==> config.mk <==
export PLATFORM = sky130hd
export DESIGN_NAME = raster_random_cell_sampler_unit
export DESIGN_NICKNAME = d
export VERILOG_FILES = /design/src/rtl/rrcs_pkg.sv /design/src/rtl/rrcs_front.sv /design/src/rtl/rrcs_fifo.sv /design/src/rtl/rrcs_back.sv /design/src/rtl/raster_random_cell_sampler_unit.sv
export VERILOG_INCLUDE_DIRS = /design/src /design/src/rtl
export SDC_FILE = /design/constraint.sdc
export NUM_CORES = 1
export LEC_CHECK = 0
export BUFFER_PORTS_ARGS = -buffer_cell sky130_fd_sc_hd__buf_2
export CORE_MARGIN = 1.5
export CORE_UTILIZATION = 60
export CTS_CLUSTER_DIAMETER = 100
export DETAILED_ROUTE_END_ITERATION = 16
export PLACE_DENSITY = 0.8
export SYNTH_ARGS = -nofsm -noshare
export SYNTH_HDL_FRONTEND = slang
export SYNTH_SLANG_ARGS = --single-unit
==> constraint.sdc <==
create_clock -name clk_i -period 20.6 [get_ports clk_i]
set_input_delay 2.06 -clock clk_i [delete_from_list [all_inputs] [get_ports clk_i]]
set_output_delay 2.06 -clock clk_i [all_outputs]
set_load 0.02 [all_outputs]
==> src/rtl/raster_random_cell_sampler_unit_assert.svh <==
// Assertion macros for the raster random cell sampler unit.
// Used by the top level; expects clk_i and rst_ni in scope.
`ifndef RASTER_RANDOM_CELL_SAMPLER_UNIT_ASSERT_SVH
`define RASTER_RANDOM_CELL_SAMPLER_UNIT_ASSERT_SVH
`ifndef SYNTH
`define RRCS_ASSERT(lbl, prop) \
  lbl: assert property (@(posedge clk_i) disable iff (!rst_ni) prop) \
    else $error("rrcs assertion failed");
`define RRCS_ASSERT_ALWAYS(lbl, prop) \
  lbl: assert property (@(posedge clk_i) prop) \
    else $error("rrcs assertion failed");
`else
`define RRCS_ASSERT(lbl, prop)
`define RRCS_ASSERT_ALWAYS(lbl, prop)
`endif
`endif

==> src/rtl/rrcs_pkg.sv <==
// Shared types and constants of the raster random cell sampler.
// No dependencies.
`timescale 1ns / 1ps
`default_nettype none
package rrcs_pkg;

  localparam int unsigned VALUE_W     = 64;
  localparam int unsigned WORD_W      = 32;
  localparam int unsigned OPOS_W      = 16;
  localparam int unsigned RLEN_W      = 16;
  localparam int unsigned CFG_IDX_W   = 3;
  localparam int unsigned CFG_DATA_W  = 64;
  localparam int unsigned RND_W       = 32;
  localparam int unsigned STEP_W      = $clog2(RND_W);
  localparam int unsigned QUEUE_DEPTH = 2;

  typedef enum logic [CFG_IDX_W-1:0] {
    REG_NULL_PICK_EN = 3'd0,
    REG_TOTAL_CELLS  = 3'd1,
    REG_NULL_CELLS   = 3'd2,
    REG_SAMPLE_COUNT = 3'd3,
    REG_NULL_FILL    = 3'd4,
    REG_ROW_LENGTH   = 3'd5
  } reg_idx_e;

  typedef struct packed {
    logic                null_pick_en;
    logic [WORD_W-1:0]   total_cells;
    logic [WORD_W-1:0]   null_cells;
    logic [WORD_W-1:0]   sample_count;
    logic [VALUE_W-1:0]  null_fill_value;
    logic [RLEN_W-1:0]   row_length;
  } cfg_t;

  typedef struct packed {
    logic [VALUE_W-1:0] value;
    logic               is_null;
    logic               eligible;
    logic [RND_W-1:0]   rnd;
    logic               first;
    logic [OPOS_W-1:0]  row;
    logic [OPOS_W-1:0]  col;
  } cell_t;

  typedef struct packed {
    logic [VALUE_W-1:0] value;
    logic               is_null;
    logic               selected;
    logic [OPOS_W-1:0]  row;
    logic [OPOS_W-1:0]  col;
    logic [WORD_W-1:0]  picks;
    logic               shortfall;
  } res_t;

  typedef struct packed {
    logic full;
    logic empty;
  } q_stat_t;

endpackage
`default_nettype wire

==> src/rtl/rrcs_front.sv <==
// Front end: accepts cells, tracks row/column position, marks eligibility.
// Depends on rrcs_pkg.
`timescale 1ns / 1ps
`default_nettype none
module rrcs_front #(
  parameter int unsigned POS_WIDTH = 16
) (
  input  wire                              clk_i,
  input  wire                              rst_ni,
  input  wire                              in_valid_i,
  output logic                             in_stall_o,
  input  wire  [rrcs_pkg::VALUE_W-1:0]     cell_value_i,
  input  wire                              cell_is_null_i,
  input  wire  [rrcs_pkg::RND_W-1:0]       random_word_i,
  input  wire                              first_cell_i,
  input  wire                              null_pick_en_i,
  input  wire  [rrcs_pkg::RLEN_W-1:0]      row_length_i,
  input  rrcs_pkg::q_stat_t                q_stat_i,
  output logic                             push_o,
  output rrcs_pkg::cell_t                  push_data_o
);
  import rrcs_pkg::*;

  localparam int unsigned CMP_W = (POS_WIDTH > RLEN_W) ? POS_WIDTH : RLEN_W;

  logic [POS_WIDTH-1:0] row_q, row_d, col_q, col_d;
  logic [POS_WIDTH-1:0] cur_row, cur_col, nxt_col;
  logic [CMP_W-1:0]     nxt_ext, len_ext;
  logic [WORD_W-1:0]    row_wide, col_wide;
  logic                 wrap;

  assign in_stall_o = q_stat_i.full;
  assign push_o     = in_valid_i && !q_stat_i.full;

  assign cur_row = first_cell_i ? '0 : row_q;
  assign cur_col = first_cell_i ? '0 : col_q;
  assign nxt_col = cur_col + POS_WIDTH'(1);
  assign nxt_ext = CMP_W'(nxt_col);
  assign len_ext = CMP_W'(row_length_i);
  // zero row length behaves as one
  assign wrap    = (nxt_col == '0) || (nxt_ext >= len_ext);

  always_comb begin
    row_d = row_q;
    col_d = col_q;
    if (push_o) begin
      if (wrap) begin
        col_d = '0;
        row_d = cur_row + POS_WIDTH'(1);
      end else begin
        col_d = nxt_col;
        row_d = cur_row;
      end
    end
  end

  always_ff @(posedge clk_i or negedge rst_ni) begin
    if (!rst_ni) begin
      row_q <= '0;
      col_q <= '0;
    end else begin
      row_q <= row_d;
      col_q <= col_d;
    end
  end

  assign row_wide = WORD_W'(cur_row);
  assign col_wide = WORD_W'(cur_col);

  always_comb begin
    push_data_o.value    = cell_value_i;
    push_data_o.is_null  = cell_is_null_i;
    push_data_o.eligible = null_pick_en_i || !cell_is_null_i;
    push_data_o.rnd      = random_word_i;
    push_data_o.first    = first_cell_i;
    push_data_o.row      = row_wide[OPOS_W-1:0];
    push_data_o.col      = col_wide[OPOS_W-1:0];
  end

endmodule
`default_nettype wire

==> src/rtl/rrcs_fifo.sv <==
// Short queue of classified cell words between front and back end.
// Depends on rrcs_pkg.
`timescale 1ns / 1ps
`default_nettype none
module rrcs_fifo (
  input  wire                clk_i,
  input  wire                rst_ni,
  input  wire                push_i,
  input  rrcs_pkg::cell_t    push_data_i,
  input  wire                pop_i,
  output rrcs_pkg::cell_t    pop_data_o,
  output rrcs_pkg::q_stat_t  stat_o
);
  import rrcs_pkg::*;

  localparam int unsigned PTR_W = $clog2(QUEUE_DEPTH);

  cell_t            mem_q [QUEUE_DEPTH];
  logic [PTR_W-1:0] wr_q, wr_d, rd_q, rd_d;
  logic [PTR_W:0]   cnt_q, cnt_d;
  logic             do_push, do_pop;

  assign stat_o.full  = (cnt_q == (PTR_W+1)'(QUEUE_DEPTH));
  assign stat_o.empty = (cnt_q == '0);
  assign do_push      = push_i && !stat_o.full;
  assign do_pop       = pop_i && !stat_o.empty;
  assign pop_data_o   = mem_q[rd_q];

  always_comb begin
    wr_d  = do_push ? wr_q + PTR_W'(1) : wr_q;
    rd_d  = do_pop ? rd_q + PTR_W'(1) : rd_q;
    cnt_d = cnt_q + (PTR_W+1)'(do_push) - (PTR_W+1)'(do_pop);
  end

  always_ff @(posedge clk_i or negedge rst_ni) begin
    if (!rst_ni) begin
      wr_q  <= '0;
      rd_q  <= '0;
      cnt_q <= '0;
    end else begin
      wr_q  <= wr_d;
      rd_q  <= rd_d;
      cnt_q <= cnt_d;
    end
  end

  always_ff @(posedge clk_i) begin
    if (do_push) begin
      mem_q[wr_q] <= push_data_i;
    end
  end

endmodule
`default_nettype wire

==> src/rtl/rrcs_back.sv <==
// Back end: sampling counters, serial modulo unit and output register.
// Depends on rrcs_pkg.
`timescale 1ns / 1ps
`default_nettype none
module rrcs_back #(
  parameter int unsigned COUNT_WIDTH = 32
) (
  input  wire                clk_i,
  input  wire                rst_ni,
  input  rrcs_pkg::cfg_t     cfg_i,
  input  rrcs_pkg::q_stat_t  q_stat_i,
  input  rrcs_pkg::cell_t    q_data_i,
  output logic               pop_o,
  output logic               out_valid_o,
  input  wire                out_stall_i,
  output rrcs_pkg::res_t     out_data_o
);
  import rrcs_pkg::*;

  localparam int unsigned CW = COUNT_WIDTH;

  typedef enum logic [2:0] {
    ST_IDLE = 3'b001,
    ST_DIV  = 3'b010,
    ST_WB   = 3'b100
  } state_e;

  typedef enum logic [1:0] {
    ACT_PASS  = 2'd0,
    ACT_SHORT = 2'd1,
    ACT_DRAW  = 2'd2
  } act_e;

  state_e            state_q, state_d;
  act_e              act_q, act_d;
  cell_t             item_q, item_d;
  logic [CW-1:0]     elig_q, elig_d, picks_q, picks_d;
  logic [CW-1:0]     rem_q, rem_d;
  logic [RND_W-1:0]  dvd_q, dvd_d;
  logic [STEP_W-1:0] step_q, step_d;
  res_t              out_q, out_d;
  logic              out_valid_q, out_valid_d;

  logic [VALUE_W-1:0] total_w, nulls_w, sample_w, picks_w;
  logic [CW-1:0]      total_c, nulls_c, load_elig, elig_eff, picks_eff, picks_new;
  logic [CW:0]        sh, diff;
  logic               ge, out_free, sel;

  assign total_w  = VALUE_W'(cfg_i.total_cells);
  assign nulls_w  = VALUE_W'(cfg_i.null_cells);
  assign sample_w = VALUE_W'(cfg_i.sample_count);
  assign total_c  = total_w[CW-1:0];
  assign nulls_c  = nulls_w[CW-1:0];

  always_comb begin
    if (cfg_i.null_pick_en) begin
      load_elig = total_c;
    end else if (total_c > nulls_c) begin
      load_elig = total_c - nulls_c;
    end else begin
      load_elig = '0;
    end
  end

  assign elig_eff  = q_data_i.first ? load_elig : elig_q;
  assign picks_eff = q_data_i.first ? sample_w[CW-1:0] : picks_q;

  // one restoring step of random_word mod eligible_left
  assign sh   = {rem_q, dvd_q[RND_W-1]};
  assign diff = sh - {1'b0, elig_q};
  assign ge   = (sh >= {1'b0, elig_q});

  assign out_free  = !out_valid_q || !out_stall_i;
  assign sel       = (act_q == ACT_DRAW) && (rem_q < picks_q);
  assign picks_new = picks_q - CW'(sel);
  assign picks_w   = VALUE_W'(picks_new);

  assign pop_o = (state_q == ST_IDLE) && !q_stat_i.empty;

  always_comb begin
    state_d     = state_q;
    act_d       = act_q;
    item_d      = item_q;
    elig_d      = elig_q;
    picks_d     = picks_q;
    rem_d       = rem_q;
    dvd_d       = dvd_q;
    step_d      = step_q;
    out_d       = out_q;
    out_valid_d = out_valid_q && out_stall_i;
    case (state_q)
      ST_IDLE: begin
        if (pop_o) begin
          item_d  = q_data_i;
          elig_d  = elig_eff;
          picks_d = picks_eff;
          rem_d   = '0;
          dvd_d   = q_data_i.rnd;
          step_d  = '0;
          if (picks_eff != '0 && q_data_i.eligible) begin
            if (elig_eff == '0) begin
              act_d   = ACT_SHORT;
              state_d = ST_WB;
            end else begin
              act_d   = ACT_DRAW;
              state_d = ST_DIV;
            end
          end else begin
            act_d   = ACT_PASS;
            state_d = ST_WB;
          end
        end
      end
      ST_DIV: begin
        rem_d  = ge ? diff[CW-1:0] : sh[CW-1:0];
        dvd_d  = {dvd_q[RND_W-2:0], 1'b0};
        step_d = step_q + STEP_W'(1);
        if (step_q == STEP_W'(RND_W - 1)) begin
          state_d = ST_WB;
        end
      end
      ST_WB: begin
        if (out_free) begin
          if (act_q == ACT_DRAW) begin
            elig_d  = elig_q - CW'(1);
            picks_d = picks_new;
          end
          out_d.value     = sel ? (item_q.is_null ? cfg_i.null_fill_value : item_q.value)
                                : '0;
          out_d.is_null   = !sel;
          out_d.selected  = sel;
          out_d.row       = item_q.row;
          out_d.col       = item_q.col;
          out_d.picks     = picks_w[WORD_W-1:0];
          out_d.shortfall = (act_q == ACT_SHORT);
          out_valid_d     = 1'b1;
          state_d         = ST_IDLE;
        end
      end
      default: begin
        state_d = ST_IDLE;
      end
    endcase
  end

  always_ff @(posedge clk_i or negedge rst_ni) begin
    if (!rst_ni) begin
      state_q     <= ST_IDLE;
      act_q       <= ACT_PASS;
      elig_q      <= '0;
      picks_q     <= '0;
      step_q      <= '0;
      out_valid_q <= 1'b0;
    end else begin
      state_q     <= state_d;
      act_q       <= act_d;
      elig_q      <= elig_d;
      picks_q     <= picks_d;
      step_q      <= step_d;
      out_valid_q <= out_valid_d;
    end
  end

  always_ff @(posedge clk_i) begin
    item_q <= item_d;
    rem_q  <= rem_d;
    dvd_q  <= dvd_d;
    out_q  <= out_d;
  end

  assign out_valid_o = out_valid_q;
  assign out_data_o  = out_q;

endmodule
`default_nettype wire

==> src/rtl/raster_random_cell_sampler_unit.sv <==
// Raster random cell sampler: top level with configuration registers.
// Depends on rrcs_pkg, rrcs_front, rrcs_fifo, rrcs_back and the assert header.
//
// Takes raster cells in row-major order and picks up to sample_count of them
// uniformly by selection sampling; one result word leaves per cell, with its row
// and column. Assert first_cell on the first cell of a window to reload the
// counters from the registers, which the user must write only while the block is
// idle; the block itself does not enforce this. A cell that needs a random draw
// is taken from the queue, runs 32 steps of the bit-serial modulo by
// eligible_left and is written back; other cells skip it. The serial modulo
// unit sets the rate. A two-word queue takes cells while the back end is busy.
`timescale 1ns / 1ps
`default_nettype none
`include "raster_random_cell_sampler_unit_assert.svh"
module raster_random_cell_sampler_unit #(
  parameter int unsigned COUNT_WIDTH = 32,
  parameter int unsigned POS_WIDTH   = 16
) (
  input  wire                                clk_i,
  input  wire                                rst_ni,
  input  wire                                cfg_we_i,
  input  wire  [rrcs_pkg::CFG_IDX_W-1:0]     cfg_index_i,
  input  wire  [rrcs_pkg::CFG_DATA_W-1:0]    cfg_data_i,
  input  wire                                in_valid_i,
  output logic                               in_stall_o,
  input  wire  [rrcs_pkg::VALUE_W-1:0]       cell_value_i,
  input  wire                                cell_is_null_i,
  input  wire  [rrcs_pkg::RND_W-1:0]         random_word_i,
  input  wire                                first_cell_i,
  output logic                               out_valid_o,
  input  wire                                out_stall_i,
  output logic [rrcs_pkg::VALUE_W-1:0]       out_value_o,
  output logic                               out_is_null_o,
  output logic                               selected_o,
  output logic [rrcs_pkg::OPOS_W-1:0]        row_index_o,
  output logic [rrcs_pkg::OPOS_W-1:0]        col_index_o,
  output logic [rrcs_pkg::WORD_W-1:0]        picks_remaining_o,
  output logic                               shortfall_o
);
  import rrcs_pkg::*;

  cfg_t    cfg_q, cfg_d;
  q_stat_t q_stat;
  cell_t   push_data, pop_data;
  res_t    res;
  logic    push, pop;

  always_comb begin
    cfg_d = cfg_q;
    if (cfg_we_i) begin
      case (cfg_index_i)
        REG_NULL_PICK_EN: cfg_d.null_pick_en    = cfg_data_i[0];
        REG_TOTAL_CELLS:  cfg_d.total_cells     = cfg_data_i[WORD_W-1:0];
        REG_NULL_CELLS:   cfg_d.null_cells      = cfg_data_i[WORD_W-1:0];
        REG_SAMPLE_COUNT: cfg_d.sample_count    = cfg_data_i[WORD_W-1:0];
        REG_NULL_FILL:    cfg_d.null_fill_value = cfg_data_i[VALUE_W-1:0];
        REG_ROW_LENGTH:   cfg_d.row_length      = cfg_data_i[RLEN_W-1:0];
        default: begin
        end
      endcase
    end
  end

  always_ff @(posedge clk_i or negedge rst_ni) begin
    if (!rst_ni) begin
      cfg_q.null_pick_en    <= 1'b0;
      cfg_q.total_cells     <= '0;
      cfg_q.null_cells      <= '0;
      cfg_q.sample_count    <= '0;
      cfg_q.null_fill_value <= '0;
      cfg_q.row_length      <= RLEN_W'(1);
    end else begin
      cfg_q <= cfg_d;
    end
  end

  rrcs_front #(
    .POS_WIDTH(POS_WIDTH)
  ) u_front (
    .clk_i         (clk_i),
    .rst_ni        (rst_ni),
    .in_valid_i    (in_valid_i),
    .in_stall_o    (in_stall_o),
    .cell_value_i  (cell_value_i),
    .cell_is_null_i(cell_is_null_i),
    .random_word_i (random_word_i),
    .first_cell_i  (first_cell_i),
    .null_pick_en_i(cfg_q.null_pick_en),
    .row_length_i  (cfg_q.row_length),
    .q_stat_i      (q_stat),
    .push_o        (push),
    .push_data_o   (push_data)
  );

  rrcs_fifo u_fifo (
    .clk_i      (clk_i),
    .rst_ni     (rst_ni),
    .push_i     (push),
    .push_data_i(push_data),
    .pop_i      (pop),
    .pop_data_o (pop_data),
    .stat_o     (q_stat)
  );

  rrcs_back #(
    .COUNT_WIDTH(COUNT_WIDTH)
  ) u_back (
    .clk_i      (clk_i),
    .rst_ni     (rst_ni),
    .cfg_i      (cfg_q),
    .q_stat_i   (q_stat),
    .q_data_i   (pop_data),
    .pop_o      (pop),
    .out_valid_o(out_valid_o),
    .out_stall_i(out_stall_i),
    .out_data_o (res)
  );

  assign out_value_o       = res.value;
  assign out_is_null_o     = res.is_null;
  assign selected_o        = res.selected;
  assign row_index_o       = res.row;
  assign col_index_o       = res.col;
  assign picks_remaining_o = res.picks;
  assign shortfall_o       = res.shortfall;

  `RRCS_ASSERT(a_sel_not_null, out_valid_o && selected_o |-> !out_is_null_o)
  `RRCS_ASSERT(a_short_unpicked, out_valid_o && shortfall_o |-> !selected_o && out_is_null_o)
  `RRCS_ASSERT(a_null_zero, out_valid_o && out_is_null_o |-> out_value_o == '0)
  `RRCS_ASSERT(a_queue_sane, !(q_stat.full && q_stat.empty))

endmodule
`default_nettype wire

# Yosys cells after proc, flatten, opt, wreduce, memory -nomap -nowiden
# Memory sizes are Yosys's and may differ from the RTL's.
# Cells that the tools add are included.
[word_totals]
ff_bits = 580
latchBits = 0
ram_bits = 262
mem_bits_ro = 0
input_bits = 170
output_inout_bits = 133
wordCells = 132
memories = 1
[memory_table]
columns = ["memory", "words", "word_bits", "rd", "rd_clocked_by_memory_dff", "wr", "line_no", "text"]
rows = [
  ["u_fifo.mem_q", 2, 131, 1, 0, 1, "rrcs_fifo.sv:18", "cell_t mem_q [QUEUE_DEPTH];"],
]
[op_classes]
addsub = 11
multipliers = 0
n_div = 0
n_lt_le_gt_ge = 4
n_eq_ne = 16
shifts = 0
muxes = 36
bitwise_logic = 0
reduce_logical = 34
[op_table]
columns = ["op", "n"]
rows = [
  ["32-bit 2-to-1 mux", 13],
  ["32-bit case mux with 2 select lines", 4],
  ["16-bit 2-to-1 mux", 4],
  ["64-bit 2-to-1 mux", 1],
  ["32-bit subtractor", 2],
  ["33-bit by 32-bit >= comparator with 1-bit output", 1],
  ["16-bit by 1-bit adder with 16-bit output (second input constant)", 2],
  ["32-bit greater-than comparator", 1],
  ["32-bit zero test", 1],
  ["32-bit less-than comparator", 1],
  ["32-bit nonzero test", 1],
  ["32-bit by 1-bit subtractor with 32-bit output", 1],
  ["32-bit by 1-bit subtractor with 32-bit output (second input constant)", 1],
  ["2-bit AND reduction", 9],
  ["16-bit >= comparator", 1],
  ["16-bit zero test", 1],
  ["3-bit 2-to-1 mux", 5],
  ["5-bit case mux with 2 select lines", 1],
  ["3-bit by 2-bit equality test with 1-bit output (second input constant)", 3],
  ["3-bit equality test (second input constant)", 3],
  ["3-bit case mux with 3 select lines", 1],
  ["1-bit logical AND", 7],
  ["3-bit by 1-bit equality test with 1-bit output (second input constant)", 2],
  ["1-bit zero test", 6],
  ["other kinds (18)", 29],
]

# Longest topological paths before layout
# Gate-level depths: netlist of the first run.
[depth]
depth_word = 9
depth_mapped = 25

# Cells and area by module
# From an unflattened synthesis of the first run, not the netlist that was laid out.
[unflattened]
hier_cells = 3181
area_unflattened_um2 = 40895.5
[modules_own_cells]
columns = ["module", "instances", "cells_each", "area_each_um2"]
rows = [
  ["rrcs_back", 1, 1953, 20522.2],
  ["rrcs_fifo", 1, 426, 9982.1],
  ["raster_random_cell_sampler_unit", 1, 379, 6927.9],
  ["rrcs_front", 1, 423, 3463.3],
]

# Worst setup path before layout of the first run
# OpenSTA, ideal clock, no wires.
[synth_path]
kind = "input to register"
start = "input port out_stall_i"
end = "register u_back.picks_q[14]"
setup_ns = 0.078
t_arrival_ns = 10.348
t_required_ns = 20.522
setup_slack_ns = 10.174
path_stages = 8
n_path_buf = 2
path_cell_list = "a21oi_1 -> nand3b_1 -> and2_1 -> clkbuf_1 -> a21oi_1 -> clkbuf_1 -> o22ai_1 -> a21oi_1"
[synth_between]
elab_chain_len = 4
[synth_lines]
columns = ["element", "line_no", "text"]
rows = [
  ["start: declaration", "raster_random_cell_sampler_unit.sv:31", "input wire out_stall_i,"],
  ["1-bit zero test", "rrcs_back.sv:73", "assign out_free = !out_valid_q || !out_stall_i;"],
  ["1-bit logical OR", "rrcs_back.sv:73", ""],
  ["2-bit by 1-bit inequality test with 1-bit output (no line)", "-", ""],
  ["4-bit AND reduction (no line)", "-", ""],
  ["end signal: assignment", "rrcs_back.sv:158", "picks_q <= picks_d;"],
  ["end: declaration", "rrcs_back.sv:37", "logic [CW-1:0] elig_q, elig_d, picks_q, picks_d;"],
]
# No other way between the ends.
# A chain may end at the register's enable or synchronous reset.

# Final worst setup path of the first run
[layout_path]
start = "register u_back.picks_q[14]"
end = "register u_back.picks_q[16]"
[layout_between]
elab_chain_len = 6
[layout_lines]
columns = ["element", "line_no", "text"]
rows = [
  ["32-bit less-than comparator", "rrcs_back.sv:74", "assign sel = (act_q == ACT_DRAW) && (rem_q < picks_q);"],
  ["1-bit logical AND", "rrcs_back.sv:74", ""],
  ["net u_back.sel", "rrcs_back.sv:47", "logic ge, out_free, sel;"],
  ["32-bit by 1-bit subtractor with 32-bit output", "rrcs_back.sv:75", "assign picks_new = picks_q - CW'(sel);"],
  ["net u_back.picks_new[16]", "rrcs_back.sv:45", "logic [CW-1:0] total_c, nulls_c, load_elig, elig_eff, picks_eff, picks_new;"],
  ["32-bit 2-to-1 mux", "rrcs_back.sv:124", "if (act_q == ACT_DRAW) begin"],
  ["32-bit 2-to-1 mux", "rrcs_back.sv:123", "if (out_free) begin"],
  ["32-bit case mux with 2 select lines", "rrcs_back.sv:91", "case (state_q)"],
]
# The timed path passes the listed nets, and every way through them passes these cells. The select of a mux whose other input is x is not followed.

==> reports/results.ini, run 1 <==
[logic_synthesis]
yosys.area_share.simple_pct = 9.32
synth_top_cell_by_area = edfxtp_1
syn_inst = 3065
postSynthNetCount = 3357
syn_area_per_cell_um2 = 12.6
ys.flop_type = edfxtp_1
synthArstFlopShare_pct = 34.2
syn_area_um2 = 38800
synth.area.mux_share_pct = 10.4
ys_top_cells_by_area = edfxtp_1 43%, dfrtp_1 18%, mux2_2 7.0%
synth_common_cells = 554 x edfxtp_1, 286 x dfrtp_1, 242 x mux2_2
yosysSeqAreaShare_pct = 61.5
synth_edf_count = 554
synth-xor-area-share_pct = 2.46
post-synth-top-count-cell = edfxtp_1
synth_top_family_by_area = multiplexers
yosys_warnings = 0
synth_cell_type_count = 95
synth_fa_ha_area_share_pct = 3.98
synth-compound-area-share_pct = 9.51
netlist.area_leader.share_pct = 42.9
synth-seq-cells = 842

[finish]
drive_gt1_share_pct = 21.8
nNetsFinal = 3637
area_growth_pct = 13.5

[sta]
fin_ws_ns = 15.00
hold_violations = 0
final_max_slew_viol_count = 0
setup_viol = 0
fmax_mhz = 179
period_share_pct = 27.2
period_needed_ns = 5.60
slew_headroom_pct = 24.8
clock_skew_ns = 0.0334
final.setup.tns_ns = 0
worstMarginPinSlew_ns = 1.13
rsz0062_at_grt = false

[power_and_ir_drop]
finalPower_mw = 6.96
leakagePower_nw = 17.6
powerDensity_nw_per_um2 = 158
worst_ir_drop_vdd_mv = 0.137

[clock_network]
post_cts_buffers = 0
post_cts_resize_count = 0
cts_hold_buf = 0
cts_buffers = 85
htreeDepth = 3
cts_tree = built
cts_sinks = 842
cts_root_buffer = clkbuf_16
clkSlewWorstSetupHoldPaths_ns = 0.06
clock_latency_ns = 0.66
cts_buffer_depth = 3

[critical_path]
startpoint_type = flop
required_ns = 21.17
cp-end-kind = flop
path_max_fanout = 66
worstSetupPathType = flop to flop
cp.arrival_ns = 6.17

[global_routing]
grtUsageTotal_pct = 30.9
grt_overflow = 0
grt_pass1_vias = 26717
grt_pass1_wl_mm = 157
grt_max_degree = 162
antenna_found_initial = 10

[floorplanning]
num_rows = 93
dieWidth_um = 257
fp.coreArea_um2 = 64100
io_pins = 303
die-area_um2 = 66200
dieHeight_um = 257
start_util_pct = 60.5

[detailed_routing]
first_iter_violations = 2556
wl_per_cell_um = 24.1
route.detailed.drc = 0
wirelength_mm = 103
drt_pass1_iterations = 6
dr_total_vias = 26646
drtAntennaViolNets = 0
vias_per_cell = 6.23

[outcome]
status = completed

[placement]
portBuffers = 302
dp_slack_ns = 14.86
gp_congestion = 0.986
hpwlAfterDp_mm = 69.6

[hold_path]
hold_path.class = flop to flop

[flow_run]
maxCapViolCount = 0

==> flip-flops by register name (all words and copies together) (netlist names) <==
name / cells
u_fifo.cnt_q: 2
u_front.col_q: 16
cfg_q: 177
u_back.dvd_q: 32
u_back.rem_q: 32
u_back.out_data_o: 131
u_back.elig_q: 32
u_back.state_q: 3
u_back.step_q: 5
u_back.picks_q: 32
u_fifo.rd_q: 1
u_back.act_q: 2
u_fifo.mem_q: 262
u_fifo.wr_q: 1
u_front.row_q: 16
u_back.out_valid_o: 1
u_back.item_q: 97
==> metrics by stage <==
stage	hold slack (ns)	cell area (um2)	utilization, %	cells
floorplan	0.400	38800	-	3065
global placement	0.401	41100	64.1	4113
detailed placement	0.405	41100	64.1	4113
CTS	0.419	44000	68.6	4273
global route	0.424	44000	68.7	4277
finish	0.419	44000	68.7	4278
==> where the power goes <==
part,total (mW),internal [mW],switching [mW]
logic,2.58,0.961,1.62
registers,2.79,2.46,0.331
clock network,1.59,0.911,0.675
==> final cells by class <==
class | count | area (um2)
Antenna cell | 5 | 12.5
Clock buffer | 111 | 2300
Clock inverter | 49 | 593
Fill cell | 4458 | 20100
Inverter | 146 | 551
Multi-Input combinational cell | 1940 | 13900
Sequential cell | 842 | 23800
Tap cell | 855 | 1070
Timing Repair Buffer | 330 | 1760
==> cell families (layout without fill, tap and decap cells) <==
kind of cell / Yosys count / count (layout)
AOI/OAI and AO/OA: 583 / 583
xor gates and xnor gates: 109 / 109
adders and majority gates: 122 / 122
buffers and inverters: 283 / 636
DFF: 842 / 842
muxes: 371 / 371
other: 0 / 5
and+or+nand+nor: 755 / 755
==> layer usage <==
| layer | share of wire [%] | GRT usage (%) | up-vias |
|---|---|---|---|
| met5 | 0.060 | 0 | - |
| li1 | - | - | 11907 |
| met1 | 41 | 41.9 | 13348 |
| met4 | 3.6 | 11.8 | 10 |
| met2 | 48 | 49.8 | 1153 |
| met3 | 7.3 | 5.67 | 228 |
==> critical path, stage by stage (launching register included) <==
cell	delay, ns
dfrtp_1	0.40
inv_1	0.10
ha_1	0.31
a21o_1	0.19
a21o_1	0.19
a211oi_1	0.19
o21ai_0	0.12
a21oi_1	0.12
o31ai_1	0.10
a221o_1	0.33
nand2_1	0.08
a21o_1	0.15
a31oi_4	0.08
buf_4	0.36
inv_1	0.18
ha_1	0.21
ha_1	0.23
nand2_1	0.16
nor3_1	0.55
nand4_1	0.29
nor3_1	0.43
nand3_1	0.16
xnor2_1	0.26
o22ai_1	0.13
a22oi_1	0.17
==> path summary, 6_finish.rpt <==
kind,from,endpoint,slack (ns),cells after the start
setup / recovery,u_back.picks_q[14],u_back.picks_q[16],15.00,24
hold / removal,u_back.item_q[6],u_back.out_data_o[39],0.42,0
setup reg to reg,u_back.picks_q[14],u_back.picks_q[16],15.00,24
hold reg to reg,u_back.item_q[6],u_back.out_data_o[39],0.42,0
max in group asynchronous,rst_ni,u_fifo.rd_q,17.12,3
min in group asynchronous,rst_ni,cfg_q[43],1.41,1
==> placed cells by master (no fill, tap or decap), types with 20 or more instances in the layout <==
master / instances
a21o_1: 40
a21oi_1: 129
a22oi_1: 22
a31oi_1: 22
and3_1: 21
buf_2: 301
buf_4: 26
clkbuf_1: 20
clkbuf_16: 86
dfrtp_1: 285
edfxtp_1: 554
ha_1: 120
inv_1: 144
mux2_2: 242
mux2i_1: 128
nand2_1: 228
nand3_1: 72
nand4_1: 29
nor2_1: 194
nor2b_1: 44
nor3_1: 47
nor4_1: 34
o21ai_0: 174
o22ai_1: 38
xnor2_1: 69
xor2_1: 40
Note: power is estimated with default switching activity, not from simulation.
==> inputs of run 2 (changes only) <==
CORE_UTILIZATION = 55   (was 60)
PLACE_DENSITY = 0.77   (was 0.8)
clock period = 5.1 ns   (was 20.6 ns; I/O delays follow)
==> reports/results.ini, run 2 (synthesis gave the netlist of run 1 again) <==
[outcome]
status = completed  ; unchanged

[floorplanning]
io_pins = 303  ; unchanged
dieHeight_um = 269  ; was 257 um
num_rows = 97  ; was 93
fp.coreArea_um2 = 69900  ; was 64100 um2
dieWidth_um = 269  ; was 257 um
die-area_um2 = 72100  ; was 66200 um2
start_util_pct = 55.5  ; was 60.5%

[critical_path]
cp-end-kind = flop  ; unchanged
cp.arrival_ns = 5.31  ; was 6.17 ns
path_max_fanout = 5  ; was 66
startpoint_type = flop  ; unchanged
worstSetupPathType = flop to flop  ; unchanged
cp_cell_sequence = inv_1 -> ha_1 -> a21o_1 -> a21o_1 -> a211oi_1 -> o21ai_0 -> a21oi_1 -> o31ai_1 -> a221o_1 -> nand2_1 -> a21o_1 -> a31oi_4 -> inv_1 -> ha_1 -> nand2_1 -> nor4b_4 -> nand2_2 -> nor3_4 -> nand3_1 -> nor3_2 -> nand3_1 -> xnor2_1 -> o22ai_1 -> a22oi_1  ; was inv_1 -> ha_1 -> a21o_1 -> a21o_1 -> a211oi_1 -> o21ai_0 -> a21oi_1 -> o31ai_1 -> a221o_1 -> nand2_1 -> a21o_1 -> a31oi_4 -> buf_4 -> inv_1 -> ha_1 -> ha_1 -> nand2_1 -> nor3_1 -> nand4_1 -> nor3_1 -> nand3_1 -> xnor2_1 -> o22ai_1 -> a22oi_1
path_common_cell = a21o_1
crit_buf_inv = 2  ; was 3
cpLargestDelayFamily = compound AO/OA/AOI/OAI gates  ; unchanged
crit_slowest_cell = nor4b_4  ; was nor3_1
required_ns = 5.66  ; was 21.17 ns
crit_path_max_incr_delay_ns = 0.43  ; was 0.55 ns

[sta]
period_needed_ns = 4.75  ; was 5.60 ns
fin_hold_ws_ns = 0.0416  ; was 0.419 ns
hold_violations = 0  ; unchanged
rsz0062_at_grt = false  ; unchanged
final_max_slew_viol_count = 0  ; unchanged
fmax_mhz = 211  ; was 179 MHz
final.setup.tns_ns = 0  ; unchanged
clock_skew_ns = 0.0450  ; was 0.0334 ns
setup_viol = 0  ; unchanged
period_share_pct = 93.1  ; was 27.2%
slew_headroom_pct = 25.1  ; was 24.8%
worstMarginPinSlew_ns = 1.12  ; was 1.13 ns

[clock_network]
clkSlewWorstSetupHoldPaths_ns = 0.06  ; about the same
post_cts_buffers = 0  ; unchanged
cts_sinks = 842  ; unchanged
cts_root_buffer = clkbuf_16  ; unchanged
cts_buffers = 87  ; was 85
htreeDepth = 3  ; unchanged
clock_latency_ns = 0.66  ; about the same
cts_buffer_depth = 3  ; unchanged
cts_tree = built  ; unchanged

[placement]
portBuffers = 302  ; unchanged
gp_congestion = 0.961  ; was 0.986
place_inst = 4209  ; was 4113
hpwlAfterDp_mm = 66.9  ; was 69.6 mm

[global_routing]
grt_pass1_vias = 25938  ; was 26717
antenna_found_initial = 10  ; unchanged
grt_overflow = 0  ; unchanged
grtUsageTotal_pct = 27.3  ; was 30.9%
top_usage_layer = met2  ; unchanged
grt_max_degree = 95  ; was 162
use_met3_pct = 5.11  ; was 5.67%
grt_pass1_wl_mm = 150  ; was 157 mm
grtUsageMet2_pct = 43.3  ; was 49.8%
gr-usage-met1_pct = 37.4  ; was 41.9%

[flow_run]
maxCapViolCount = 0  ; unchanged

[detailed_routing]
route.detailed.drc = 0  ; unchanged
drt_pass1_iterations = 8  ; was 6
drtAntennaViolNets = 0  ; unchanged
dr_total_vias = 26161  ; was 26646
first_iter_violations = 2549  ; was 2556
vias_per_cell = 5.98  ; was 6.23
wirelength_mm = 98.9  ; was 103 mm
wl_per_cell_um = 22.6  ; was 24.1 um

[hold_path]
hold_path.class = input pin to flop  ; was flop to flop

[power_and_ir_drop]
p_seq_share_pct = 39.4  ; was 40.2%
power.share.switching_pct = 37.0  ; was 37.7%
switchingPower_mw = 10.4  ; was 2.62 mW
pwr-share-clk_pct = 23.5  ; was 22.8%
leakagePower_nw = 17.7  ; was 17.6 nW
p_int_mw = 17.7  ; was 4.33 mW
pwr-share-comb_pct = 37.0  ; about the same
powerDensity_nw_per_um2 = 634  ; was 158 nW/um2
worst_ir_drop_vdd_mv = 0.785  ; was 0.137 mV

[finish]
nNetsFinal = 3651  ; was 3637
largest_reg_flops = 262  ; unchanged
fin_cells = 4378  ; was 4278
area_growth_pct = 14.5  ; was 13.5%
largest-register = u_fifo.mem_q  ; unchanged
final_common_cell = edfxtp_1  ; unchanged
final_core_util_pct = 63.5  ; was 68.7%
layout_common_cells = 554 x edfxtp_1, 301 x buf_2, 285 x dfrtp_1  ; unchanged
drive_gt1_share_pct = 22.3  ; was 21.8%
nFillCells = 5298  ; was 4458

[run 2: cell type report]
| class | instances | area [um2] | share of cell area, % |
|---|---|---|---|
| Antenna cell | 8 | 20.0 | 0.0451 |
| Inverter | 146 | 551 | 1.24 |
| Multi-Input combinational cell | 1940 | 13900 | 31.3 |
| Clock inverter | 53 | 679 | 1.53 |
| Sequential cell | 842 | 23800 | 53.7 |
| Timing Repair Buffer | 342 | 1890 | 4.25 |
| Clock buffer | 107 | 2320 | 5.23 |
| Tap cell | 940 | 1180 | 2.65 |
[run 2: power by group through the flow]
stage | Clock, mW | Combinational, mW | Sequential, mW
after floorplan | 0 | 7.47 | 11.0
after global placement | 0 | 10.1 | 11.1
after detailed placement | 0 | 10.3 | 11.2
after CTS | 6.73 | 10.3 | 11.1
after global routing | 6.98 | 11.4 | 11.3
final | 6.63 | 10.4 | 11.1
[run 2: per-layer routing]
metal | vias to the layer above | part of all wire, %
met4 | 4 | 3.7
li1 | 11943 | -
met3 | 223 | 7.4
met1 | 12975 | 42
met5 | - | 0.026
met2 | 1016 | 47
[run 2: through the flow]
stage / power [mW] / setup slack (ns) / area (um2)
after floorplan: 18.4 / 0.406 / 38800
after global placement: 21.2 / 0.375 / 41300
after detailed placement: 21.4 / 0.238 / 41300
after CTS: 28.1 / 0.260 / 44400
after global routing: 29.7 / 0.0180 / 44400
final: 28.2 / 0.350 / 44400
[run 2: worst paths after layout]
| path | cells past startpoint | to | slack, ns | startpoint |
|---|---|---|---|---|
| min in group asynchronous | 2 | cfg_q[40] | 0.40 | rst_ni |
| worst max register to register | 24 | u_back.picks_q[29] | 0.35 | u_back.picks_q[14] |
| worst min-delay path | 1 | u_fifo.mem_q[1][116] | 0.04 | cell_value_i[49] |
| worst min register to register | 0 | u_back.out_data_o[63] | 0.42 | u_back.item_q[30] |
| max in group asynchronous | 3 | u_front.row_q[3] | 3.47 | rst_ni |
| worst max-delay path | 24 | u_back.picks_q[29] | 0.35 | u_back.picks_q[14] |
[run 2: worst register-to-register path: cells and delay by family (launching register included)]
family,cells,cell delay (ns)
flip-flops,1,0.41
buffers and inverters,2,0.21
XOR/XNOR,1,0.21
adder cells (fa/ha/maj),2,0.51
AND/OR/NAND/NOR,8,1.59
AO/OA/AOI/OAI,11,1.76
[run 2: repair_timing]
item                                   in CTS  in global routing
endpoints found under the hold margin      73                  0
setup endpoints to repair                   0                  4
resized for setup                           0                  5
hold buffers                                1                  0
